==> src/hw/rtl/mbps_pkg.sv <==
// ----------------------------------------------------------------------------
// mbps_pkg
// Shared types and constants for the masked byte pattern scanner.
// ----------------------------------------------------------------------------
package mbps_pkg;

    localparam int DEF_MAX_PATTERN = 64;
    localparam int CFG_W           = 7;
    localparam int BYTE_W          = 8;
    localparam int ENTRY_W         = 6;
    localparam int ADDR_W          = 32;

    typedef enum logic [1:0] {
        OP_START = 2'd0,
        OP_LOAD  = 2'd1,
        OP_DATA  = 2'd2
    } t_opcode;

    // Broadcast controls for every cell of the chain
    typedef struct packed {
        logic clear;   // zero the window byte
        logic shift;   // take the neighbor's window byte
        logic rotate;  // take the neighbor's pattern entry
        logic load;    // write the pattern entry at the load position
    } t_cell_ctrl;

endpackage

==> src/hw/rtl/mbps_cell.sv <==
// ----------------------------------------------------------------------------
// mbps_cell
// One window position: a window byte, the pattern entry aligned to it, and
// the compare of the incoming byte against that entry.
// ----------------------------------------------------------------------------
module mbps_cell
    import mbps_pkg::*;
#(
    parameter int MAX_PATTERN = DEF_MAX_PATTERN,
    parameter int CELL_IDX    = 0,
    localparam int IDX_W      = $clog2(MAX_PATTERN),
    localparam int LEN_W      = $clog2(MAX_PATTERN + 1)
) (
    input  logic              i_clk,
    input  t_cell_ctrl        i_ctrl,
    input  logic [IDX_W-1:0]  i_load_pos,
    input  logic [BYTE_W-1:0] i_load_byte,
    input  logic              i_load_wild,
    input  logic [LEN_W-1:0]  i_len,
    input  logic [BYTE_W-1:0] i_win_in,
    input  logic [BYTE_W-1:0] i_pat_in,
    input  logic              i_wild_in,
    output logic [BYTE_W-1:0] o_win,
    output logic [BYTE_W-1:0] o_pat,
    output logic              o_wild,
    output logic              o_match
);

    logic [BYTE_W-1:0] r_win;
    logic [BYTE_W-1:0] r_pat;
    logic              r_wild;
    logic              w_active;

    always_ff @(posedge i_clk) begin
        if (i_ctrl.clear) begin
            r_win <= '0;
        end else if (i_ctrl.shift) begin
            r_win <= i_win_in;
        end
    end

    always_ff @(posedge i_clk) begin
        if (i_ctrl.rotate) begin
            r_pat  <= i_pat_in;
            r_wild <= i_wild_in;
        end else if (i_ctrl.load && (i_load_pos == IDX_W'(CELL_IDX))) begin
            r_pat  <= i_load_byte;
            r_wild <= i_load_wild;
        end
    end

    // positions beyond the pattern length always pass
    assign w_active = (LEN_W'(CELL_IDX) < i_len);
    assign o_match  = r_wild || !w_active || (r_pat == i_win_in);
    assign o_win    = r_win;
    assign o_pat    = r_pat;
    assign o_wild   = r_wild;

endmodule

==> src/hw/rtl/masked_byte_pattern_scanner_top.sv <==
// ----------------------------------------------------------------------------
// masked_byte_pattern_scanner_top
// Searches a byte stream for the first match of a pattern with wildcard
// entries, using a chain of cells that each hold one window position.
//
//   channel  direction  handshake                  payload
//   in       sink       i_in_valid / o_in_ready    opcode, byte, entry, marks
//   out      source     o_out_valid / i_out_ready  found, match_address
//   cfg      sink       i_cfg_we                   pattern_length
//
// One item per cycle while o_in_ready is high; a result appears in the output
// register in the cycle after the byte that ends the search, while the next
// item is taken. Each cell k compares the incoming window byte with pattern
// entry (length-1-k), so a length write rotates the pattern through the chain,
// one step per cycle, with o_in_ready low until it is aligned again.
// Reset is synchronous; o_in_ready also drops while a result is stalled.
// ----------------------------------------------------------------------------
module masked_byte_pattern_scanner_top
    import mbps_pkg::*;
#(
    parameter int MAX_PATTERN = DEF_MAX_PATTERN
) (
    input  logic               i_clk,
    input  logic               i_rst_n,
    input  logic               i_cfg_we,
    input  logic [CFG_W-1:0]   i_cfg_data,
    input  logic               i_in_valid,
    output logic               o_in_ready,
    input  logic [1:0]         i_opcode,
    input  logic [BYTE_W-1:0]  i_byte_value,
    input  logic [ENTRY_W-1:0] i_entry_index,
    input  logic               i_is_wildcard,
    input  logic [ADDR_W-1:0]  i_start_address,
    input  logic               i_last_of_region,
    output logic               o_out_valid,
    input  logic               i_out_ready,
    output logic               o_found,
    output logic [ADDR_W-1:0]  o_match_address
);

    localparam int IDX_W = $clog2(MAX_PATTERN);
    localparam int LEN_W = $clog2(MAX_PATTERN + 1);
    localparam int TW    = LEN_W + 1;

    logic [LEN_W-1:0]  r_len;
    logic [LEN_W-1:0]  r_rot;
    logic [LEN_W-1:0]  n_len_cfg;
    logic [ADDR_W-1:0] r_seen;
    logic [ADDR_W-1:0] r_addr;
    logic              r_done;
    logic              r_out_valid;
    logic              r_found;
    logic [ADDR_W-1:0] r_match_address;

    logic              w_accept;
    logic              w_aligned;
    logic              w_is_data;
    logic              w_filled;
    logic              w_all_match;
    logic              w_result;
    logic              w_load_ok;
    logic [TW-1:0]     w_pos_sum;
    logic [IDX_W-1:0]  w_load_pos;
    t_opcode           w_op;
    t_cell_ctrl        w_ctrl;

    logic [BYTE_W-1:0]      w_win   [MAX_PATTERN];
    logic [BYTE_W-1:0]      w_pat   [MAX_PATTERN];
    logic                   w_wild  [MAX_PATTERN];
    logic [MAX_PATTERN-1:0] w_match;

    assign w_op      = t_opcode'(i_opcode);
    assign w_aligned = (r_rot == r_len);
    assign o_in_ready = w_aligned && (!r_out_valid || i_out_ready);
    assign w_accept  = i_in_valid && o_in_ready;

    // clamp the written length into 1..MAX_PATTERN
    always_comb begin
        if (i_cfg_data == '0) begin
            n_len_cfg = LEN_W'(1);
        end else if (32'(i_cfg_data) > 32'(MAX_PATTERN)) begin
            n_len_cfg = LEN_W'(MAX_PATTERN);
        end else begin
            n_len_cfg = LEN_W'(i_cfg_data);
        end
    end

    // pattern entry i sits in cell (rot-1-i) mod MAX_PATTERN
    assign w_load_ok  = (32'(i_entry_index) < 32'(MAX_PATTERN));
    assign w_pos_sum  = TW'(r_rot) + TW'(MAX_PATTERN - 1) - TW'(i_entry_index);
    assign w_load_pos = (w_pos_sum >= TW'(MAX_PATTERN)) ?
                        IDX_W'(w_pos_sum - TW'(MAX_PATTERN)) : IDX_W'(w_pos_sum);

    assign w_is_data = w_accept && (w_op == OP_DATA) && !r_done;

    always_comb begin
        w_ctrl        = '0;
        w_ctrl.rotate = !w_aligned;
        if (w_accept) begin
            case (w_op)
                OP_START: w_ctrl.clear = 1'b1;
                OP_LOAD:  w_ctrl.load  = w_load_ok;
                OP_DATA:  w_ctrl.shift = !r_done;
                default:  w_ctrl       = '0;
            endcase
        end
    end

    genvar g;
    generate
        for (g = 0; g < MAX_PATTERN; g++) begin : g_cell
            logic [BYTE_W-1:0] w_win_in;
            logic [BYTE_W-1:0] w_pat_in;
            logic              w_wild_in;
            if (g == 0) begin : g_head
                assign w_win_in  = i_byte_value;
                assign w_pat_in  = w_pat[MAX_PATTERN-1];
                assign w_wild_in = w_wild[MAX_PATTERN-1];
            end else begin : g_body
                assign w_win_in  = w_win[g-1];
                assign w_pat_in  = w_pat[g-1];
                assign w_wild_in = w_wild[g-1];
            end
            mbps_cell #(
                .MAX_PATTERN (MAX_PATTERN),
                .CELL_IDX    (g)
            ) u_cell (
                .i_clk       (i_clk),
                .i_ctrl      (w_ctrl),
                .i_load_pos  (w_load_pos),
                .i_load_byte (i_byte_value),
                .i_load_wild (i_is_wildcard),
                .i_len       (r_len),
                .i_win_in    (w_win_in),
                .i_pat_in    (w_pat_in),
                .i_wild_in   (w_wild_in),
                .o_win       (w_win[g]),
                .o_pat       (w_pat[g]),
                .o_wild      (w_wild[g]),
                .o_match     (w_match[g])
            );
        end
    endgenerate

    assign w_all_match = &w_match;
    // the count after this byte reaches the length; a wrap to zero never does
    assign w_filled = (r_seen != '1) && (r_seen >= (ADDR_W'(r_len) - 32'd1));
    assign w_result = w_is_data && ((w_filled && w_all_match) || i_last_of_region);

    always_ff @(posedge i_clk) begin
        if (!i_rst_n) begin
            r_len       <= LEN_W'(1);
            r_rot       <= LEN_W'(1);
            r_seen      <= '0;
            r_addr      <= '0;
            r_done      <= 1'b1;
            r_out_valid <= 1'b0;
        end else begin
            if (i_cfg_we) begin
                r_len <= n_len_cfg;
            end
            // advance the pattern alignment one cell
            if (!w_aligned) begin
                r_rot <= (r_rot == LEN_W'(MAX_PATTERN)) ? LEN_W'(1) : r_rot + LEN_W'(1);
            end
            if (w_result) begin
                r_out_valid <= 1'b1;
            end else if (i_out_ready) begin
                r_out_valid <= 1'b0;
            end
            if (w_accept && (w_op == OP_START)) begin
                r_seen <= '0;
                r_addr <= i_start_address;
                r_done <= 1'b0;
            end
            if (w_is_data) begin
                r_seen <= r_seen + 32'd1;
                r_addr <= r_addr + 32'd1;
                if (w_filled && w_all_match) begin
                    r_done          <= 1'b1;
                    r_found         <= 1'b1;
                    r_match_address <= r_addr - (ADDR_W'(r_len) - 32'd1);
                end else if (i_last_of_region) begin
                    r_done          <= 1'b1;
                    r_found         <= 1'b0;
                    r_match_address <= '0;
                end
            end
        end
    end

    assign o_out_valid     = r_out_valid;
    assign o_found         = r_found;
    assign o_match_address = r_match_address;

endmodule

==> config.mk <==
export PLATFORM = sky130hd
export DESIGN_NAME = masked_byte_pattern_scanner_top
export DESIGN_NICKNAME = d
export VERILOG_FILES = /design/src/hw/rtl/mbps_pkg.sv /design/src/hw/rtl/mbps_cell.sv /design/src/hw/rtl/masked_byte_pattern_scanner_top.sv
export SDC_FILE = /design/constraint.sdc
export NUM_CORES = 2
export LEC_CHECK = 0
export BUFFER_PORTS_ARGS = -buffer_cell sky130_fd_sc_hd__buf_2
export CORE_UTILIZATION = 30
export CTS_CLUSTER_DIAMETER = 30
export DETAILED_ROUTE_END_ITERATION = 16
export PLACE_DENSITY = 0.43
export SETUP_SLACK_MARGIN = 0.3
export SYNTH_ARGS = -nofsm -noshare
export SYNTH_HDL_FRONTEND = slang
export SYNTH_SLANG_ARGS = --single-unit
==> constraint.sdc <==
create_clock -name i_clk -period 6.78 [get_ports i_clk]
set_input_delay 0 -clock i_clk [delete_from_list [all_inputs] [get_ports i_clk]]
set_output_delay 0 -clock i_clk [all_outputs]
set_load 0.02 [all_outputs]
Yosys cells after proc, flatten, opt, wreduce, memory -nomap -nowiden
Cells that the tools add are included.
{ "word_totals": {"ff_bits": 1193, "latchBits": 0, "ram_bits": 0, "mem_bits_ro": 0, "in_bits": 62, "out_inout_bits": 35, "word_cells": 1026, "mem_count": 0} }
{ "classes": {"n_addsub": 8, "mul": 0, "div": 0, "magnitude_cmp": 67, "n_eq_ne": 132, "shifts": 0, "n_mux": 278, "bitwise_logic": 0, "reduce_logical": 342} }
{ "op_table": {"columns": ["operator", "count"], "rows": [
  ["$mux W8", 128],
  ["$eq A8 B8 Y1", 64],
  ["$lt A6 B7 Y1 const A", 32],
  ["$eq A6 B6 Y1 const B", 32],
  ["$mux W32", 6],
  ["$mux W1", 139],
  ["$reduce_bool A2 Y1", 67],
  ["$logic_or A1 B1 Y1", 130],
  ["$lt A5 B7 Y1 const A", 16],
  ["$eq A6 B5 Y1 const B", 16],
  ["$logic_and A1 B1 Y1", 72],
  ["$logic_not A1 Y1", 67],
  ["$add A32 B1 Y32 const B", 2],
  ["$reduce_and A64 Y1", 1],
  ["$lt A4 B7 Y1 const A", 8],
  ["$eq A6 B4 Y1 const B", 8],
  ["$ge A32 B32 Y1", 1],
  ["$ne A32 B32 Y1 const B", 1],
  ["$sub A32 B32 Y32", 1],
  ["$lt A3 B7 Y1 const A", 4],
  ["$eq A6 B3 Y1 const B", 4],
  ["$mux W7", 3],
  ["$lt A1 B7 Y1 const A", 2],
  ["$lt A2 B7 Y1 const A", 2],
  ["other kinds (20)", 21]
]} }

Depth between registers and ports, before layout
{ "logic_depth": {"depth_word": 9, "depth_mapped": 15, "depth_no_buf": 14} }

Worst setup path after synthesis
No wires, ideal clock.
{ "synth_path": {"path_kind": "register to register", "from": "reg r_len[0]", "to": "reg r_found (netlist: o_found) (enable)", "setup_ps": 423, "arrival_time_ps": 5426, "required_ps": 6357, "path_slack_ps": 930, "path_stages_with_launch": 15, "n_path_buf": 1, "synth_period_minus_slack_ps": 5850, "path_cell_list": "dfxtp_1 > buf_2 > or3_1 > nor2_1 > nand2_1 > ha_1 > nand4_1 > nor4_1 > nand2_1 > nor3_1 > a21oi_1 > or4b_4 > inv_1 > o21ai_0 > nor2_1"} }
{ "synth_between": {"elab_chain_len": 8, "word_cells_on_any_way": 268, "classes_between": "1 x add/sub; 65 x order compare; 1 x eq/ne; 201 x reduce/logical"} }
{ "synth_lines": {"columns": ["element", "line", "source"], "rows": [
  ["start, declared", "masked_byte_pattern_scanner_top.sv:45", "logic [LEN_W-1:0] r_len;"],
  ["start signal, assigned", "masked_byte_pattern_scanner_top.sv:160", "r_len <= n_len_cfg;"],
  ["parallel branches: the longest is 7 deep, another holds $ge A32 B32 Y1", null, null],
  ["$reduce_and A3 Y1 (no line) *", null, null],
  ["end signal, assigned", "masked_byte_pattern_scanner_top.sv:181", "r_found <= 1'b1;"],
  ["end signal, assigned", "masked_byte_pattern_scanner_top.sv:185", "r_found <= 1'b0;"],
  ["end, declared", "masked_byte_pattern_scanner_top.sv:52", "logic r_found;"]
]} }
Every way passes the cells marked *.
A chain may end at the register's enable or synchronous reset.

Worst setup path in the final report
{ "layout_path": {"from": "reg r_len[0]", "to": "reg r_match_address[1] (netlist: o_match_address[1]) (enable)"} }
{ "layout_between": {"elab_chain_len": 8, "word_cells_on_any_way": 268, "classes_between": "1 x add/sub; 65 x order compare; 1 x eq/ne; 201 x reduce/logical"} }
{ "layout_lines": {"columns": ["element", "line", "source"], "rows": [
  ["parallel branches: the longest is 7 deep, another holds $ge A32 B32 Y1", null, null],
  ["$reduce_and A3 Y1 (no line) *", null, null],
  ["end signal, assigned", "masked_byte_pattern_scanner_top.sv:182", "r_match_address <= r_addr - (ADDR_W'(r_len) - 32'd1);"],
  ["end, declared", "masked_byte_pattern_scanner_top.sv:53", "logic [ADDR_W-1:0] r_match_address;"]
]} }
Marked as above.

==> flow_summary.ini <==
[run_status]
outcome = finished, final reports clean

[route]
drt_iter0_markers = 2769
dr.pass1.iters = 5
wirelength_mm = 183
drcViolationCount = 0
postRouteAntennaNets = 0
num_vias = 41345
wl_per_cell_um = 22.2
viasPerCell = 5.02

[critical_path]
slowest_delay_ns = 0.74
slowest_stage = or4b_4
critical_path.top_delay_family = simple AND/OR/NAND/NOR gates
r2r_end = o_match_address[1]
crit_path_end_kind = register
crit_required_ns = 7.29
reg2reg_slack_ns = 0.70
crit_chain = inv_1 > ha_1 > or4b_4 > nor2_2 > a221oi_1 > a2bb2oi_1 > a311oi_1 > nor4b_2 > or4b_4 > inv_1 > o21ai_0 > nor2_4
arrival_ns = 6.59
path_max_fanout = 30
r2r_cells = 12
worstSetupPathType = register to register
path_buf_inv = 2
r2r-start = r_len[0]
cp-startpoint = r_len[0]
start_kind = register

[clocking]
cts_sinks = 1193
numCtsBuffers = 332
cts_setup_buffers = 0
clock_latency_ns = 0.93
clock_path_buffers = 4
cts-root-buf = clkbuf_16
clkTransAtPathRegs_ns = 0.04
htree_levels = 5
tritoncts = done

[finish]
layout_commonest_cell = nand2_1
final_nets = 5760
syn_to_final_growth_pct = 28.4
finalNonFillerCells = 8235
final_cell_mix = nand2_1 (1092), edfxtp_1 (609), a21o_1 (601)
diodes = 0
drive_gt1_share_pct = 13.0
fill_cells = 17497

[synthesis]
syn-mean-instance-area_um2 = 10.1
ys_seq_area_share_pct = 55.5
synth-edff-count = 609
synth_ff_type = edfxtp_1
synthArstFlopShare_pct = 0
synth_cell_type_count = 75
synthCells = 5326
yosys_warnings = 0
synth-seq-cells = 1193
syn_area_mm2 = 0.0540
syn_nets = 5464

[global_routing]
grt_max_degree = 226
grt.total_usage_pct = 19.9
grt_pass1_wl_mm = 276
gr-total-overflow = 0
grt_pass1_vias = 42566
antenna_found_initial = 1

[timing]
finalHoldViolCount = 0
skew_ns = 0.0889
period_minus_slack_ns = 6.08
drv_slew = 0
rsz0062_at_grt = no
worstMarginPinSlew_ns = 1.44
max-slew-margin-rel_pct = 3.63
finalSetupViolations = 0
setup_tns_ns = 0
fmax_mhz = 165
timing.final.crit_share_pct = 89.6

[die]
die-area_mm2 = 0.182
initial_core_util_pct = 30.2
die_y_um = 426
pin_count = 97
die_w_um = 426
core_area_mm2 = 0.179
row_count = 155

[min_path]
hold_path_class = input pin to register
worstHoldStart = i_cfg_data[0]
whs_endpoint = r_len[0]
worstHoldPathCells = 4

[place]
portBuffers = 96
gp_congestion = 0.835
hpwl_mm = 114
post-place-cells = 7526

[flow_run]
maxCapViolations = 0

[power_and_ir_drop]
power_density_mw_per_mm2 = 508
vdd_ir_drop_max_mv = 0.288
p_leak_nw = 29.8
==> registers in the layout (all words and copies together) (netlist names) <==
register and count:
o_found 1, o_match_address 32, g_cell.u_cell.o_wild 64, r_rot 7, r_len 7, g_cell.u_cell.o_pat 512, r_seen 32, r_addr 32
r_done 1, o_out_valid 1, g_cell.u_cell.o_win 504
==> worst max-delay path by stage <==
stage | to | slack [ns] | depth (start not counted)
after floorplan | o_found | 0.93 | 14
after global placement | o_match_address[22] | 0.44 | 12
after detailed placement | o_match_address[18] | 0.31 | 12
after CTS | o_match_address[12] | 0.42 | 12
after global routing | o_match_address[25] | 0.48 | 12
final | o_match_address[1] | 0.70 | 12
==> per-layer routing <==
| layer | vias to the layer above | routed length, µm | GRT usage (%) |
|---|---|---|---|
| met5 | - | 19 | 0 |
| met4 | 2 | 4460 | 6.31 |
| met3 | 306 | 7270 | 3.24 |
| met2 | 971 | 86000 | 32.2 |
| met1 | 20536 | 85200 | 26.9 |
| li1 | 19530 | - | - |
==> tightest hold or removal path, delay by kind of cell <==
family / cells / cell delay [ns]
buffers and inverters: 2 / 0.68
AOI/OAI and AO/OA: 2 / 0.25
==> repair_timing <==
item,4_1_cts,5_1_grt
cloned,1,0
setup endpoints to repair,32,33
hold endpoints to repair,232,0
hold buffers,116,0
resized for setup,1,1
==> through the flow <==
step / area, µm² / worst slack [ns] / utilization (%) / hold slack [ns] / total power [mW]
global placement: 57100 / 0.436 / 31.9 / 0.251 / 19.9
floorplan: 54000 / 0.930 / - / 0.136 / 16.8
CTS: 69300 / 0.421 / 38.8 / 0.0214 / 35.6
finish: 69300 / 0.702 / 38.8 / 0.0736 / 35.3
global route: 69300 / 0.478 / 38.8 / 0.0407 / 36.8
detailed placement: 57100 / 0.312 / 31.9 / 0.251 / 19.8
==> area by class of cell <==
type                            instances  area [µm²]  share of cell area [%]
Timing Repair Buffer                  319        2560                    3.69
Tap cell                             2355        2950                    4.25
Inverter                               44         165                   0.238
Multi-Input combinational cell       3732       22600                    32.6
Sequential cell                      1193       30000                    43.2
Clock buffer                          444        9340                    13.5
Clock inverter                        148        1760                    2.54
==> cell usage after synthesis, drive strengths merged, types with 6 or more instances <==
library cell | number | area, µm²
a211oi | 36 | 275
a21o | 601 | 4510
a21oi | 595 | 2990
a221oi | 50 | 438
a311oi | 12 | 105
a31oi | 18 | 113
and2 | 18 | 113
and3 | 37 | 231
buf | 87 | 412
clkbuf | 271 | 1020
dfxtp | 584 | 11700
edfxtp | 609 | 18300
ha | 74 | 926
inv | 44 | 165
nand2 | 1094 | 4110
nand2b | 9 | 56.3
nand3 | 46 | 230
nand4 | 33 | 206
nor2 | 105 | 397
nor2b | 13 | 81.3
nor3 | 44 | 225
nor3b | 9 | 67.6
nor4 | 133 | 853
o211ai | 20 | 155
o21a | 14 | 105
o21ai | 131 | 656
o21bai | 6 | 45.0
or2 | 6 | 37.5
or3 | 11 | 68.8
xnor2 | 60 | 526
xor2 | 491 | 4300
==> power by group <==
group          switching (mW)  internal (mW)
registers                1.46           10.8
logic                    4.50           3.04
clock network            4.61           10.9
total                    10.6           24.7
==> logic make-up (layout without fill, tap and decap cells) <==
group,after synthesis,in the layout,share of synthesized area [%]
DFF,1193,1193,55.5
muxes,8,8,0.160
and+or+nand+nor,1579,1580,12.7
buffers and inverters,402,955,2.95
xor gates and xnor gates,553,553,9.02
adders and majority gates,77,77,1.81
AOI/OAI and AO/OA,1514,1514,17.9
Note: power is estimated with default switching activity, not from simulation.
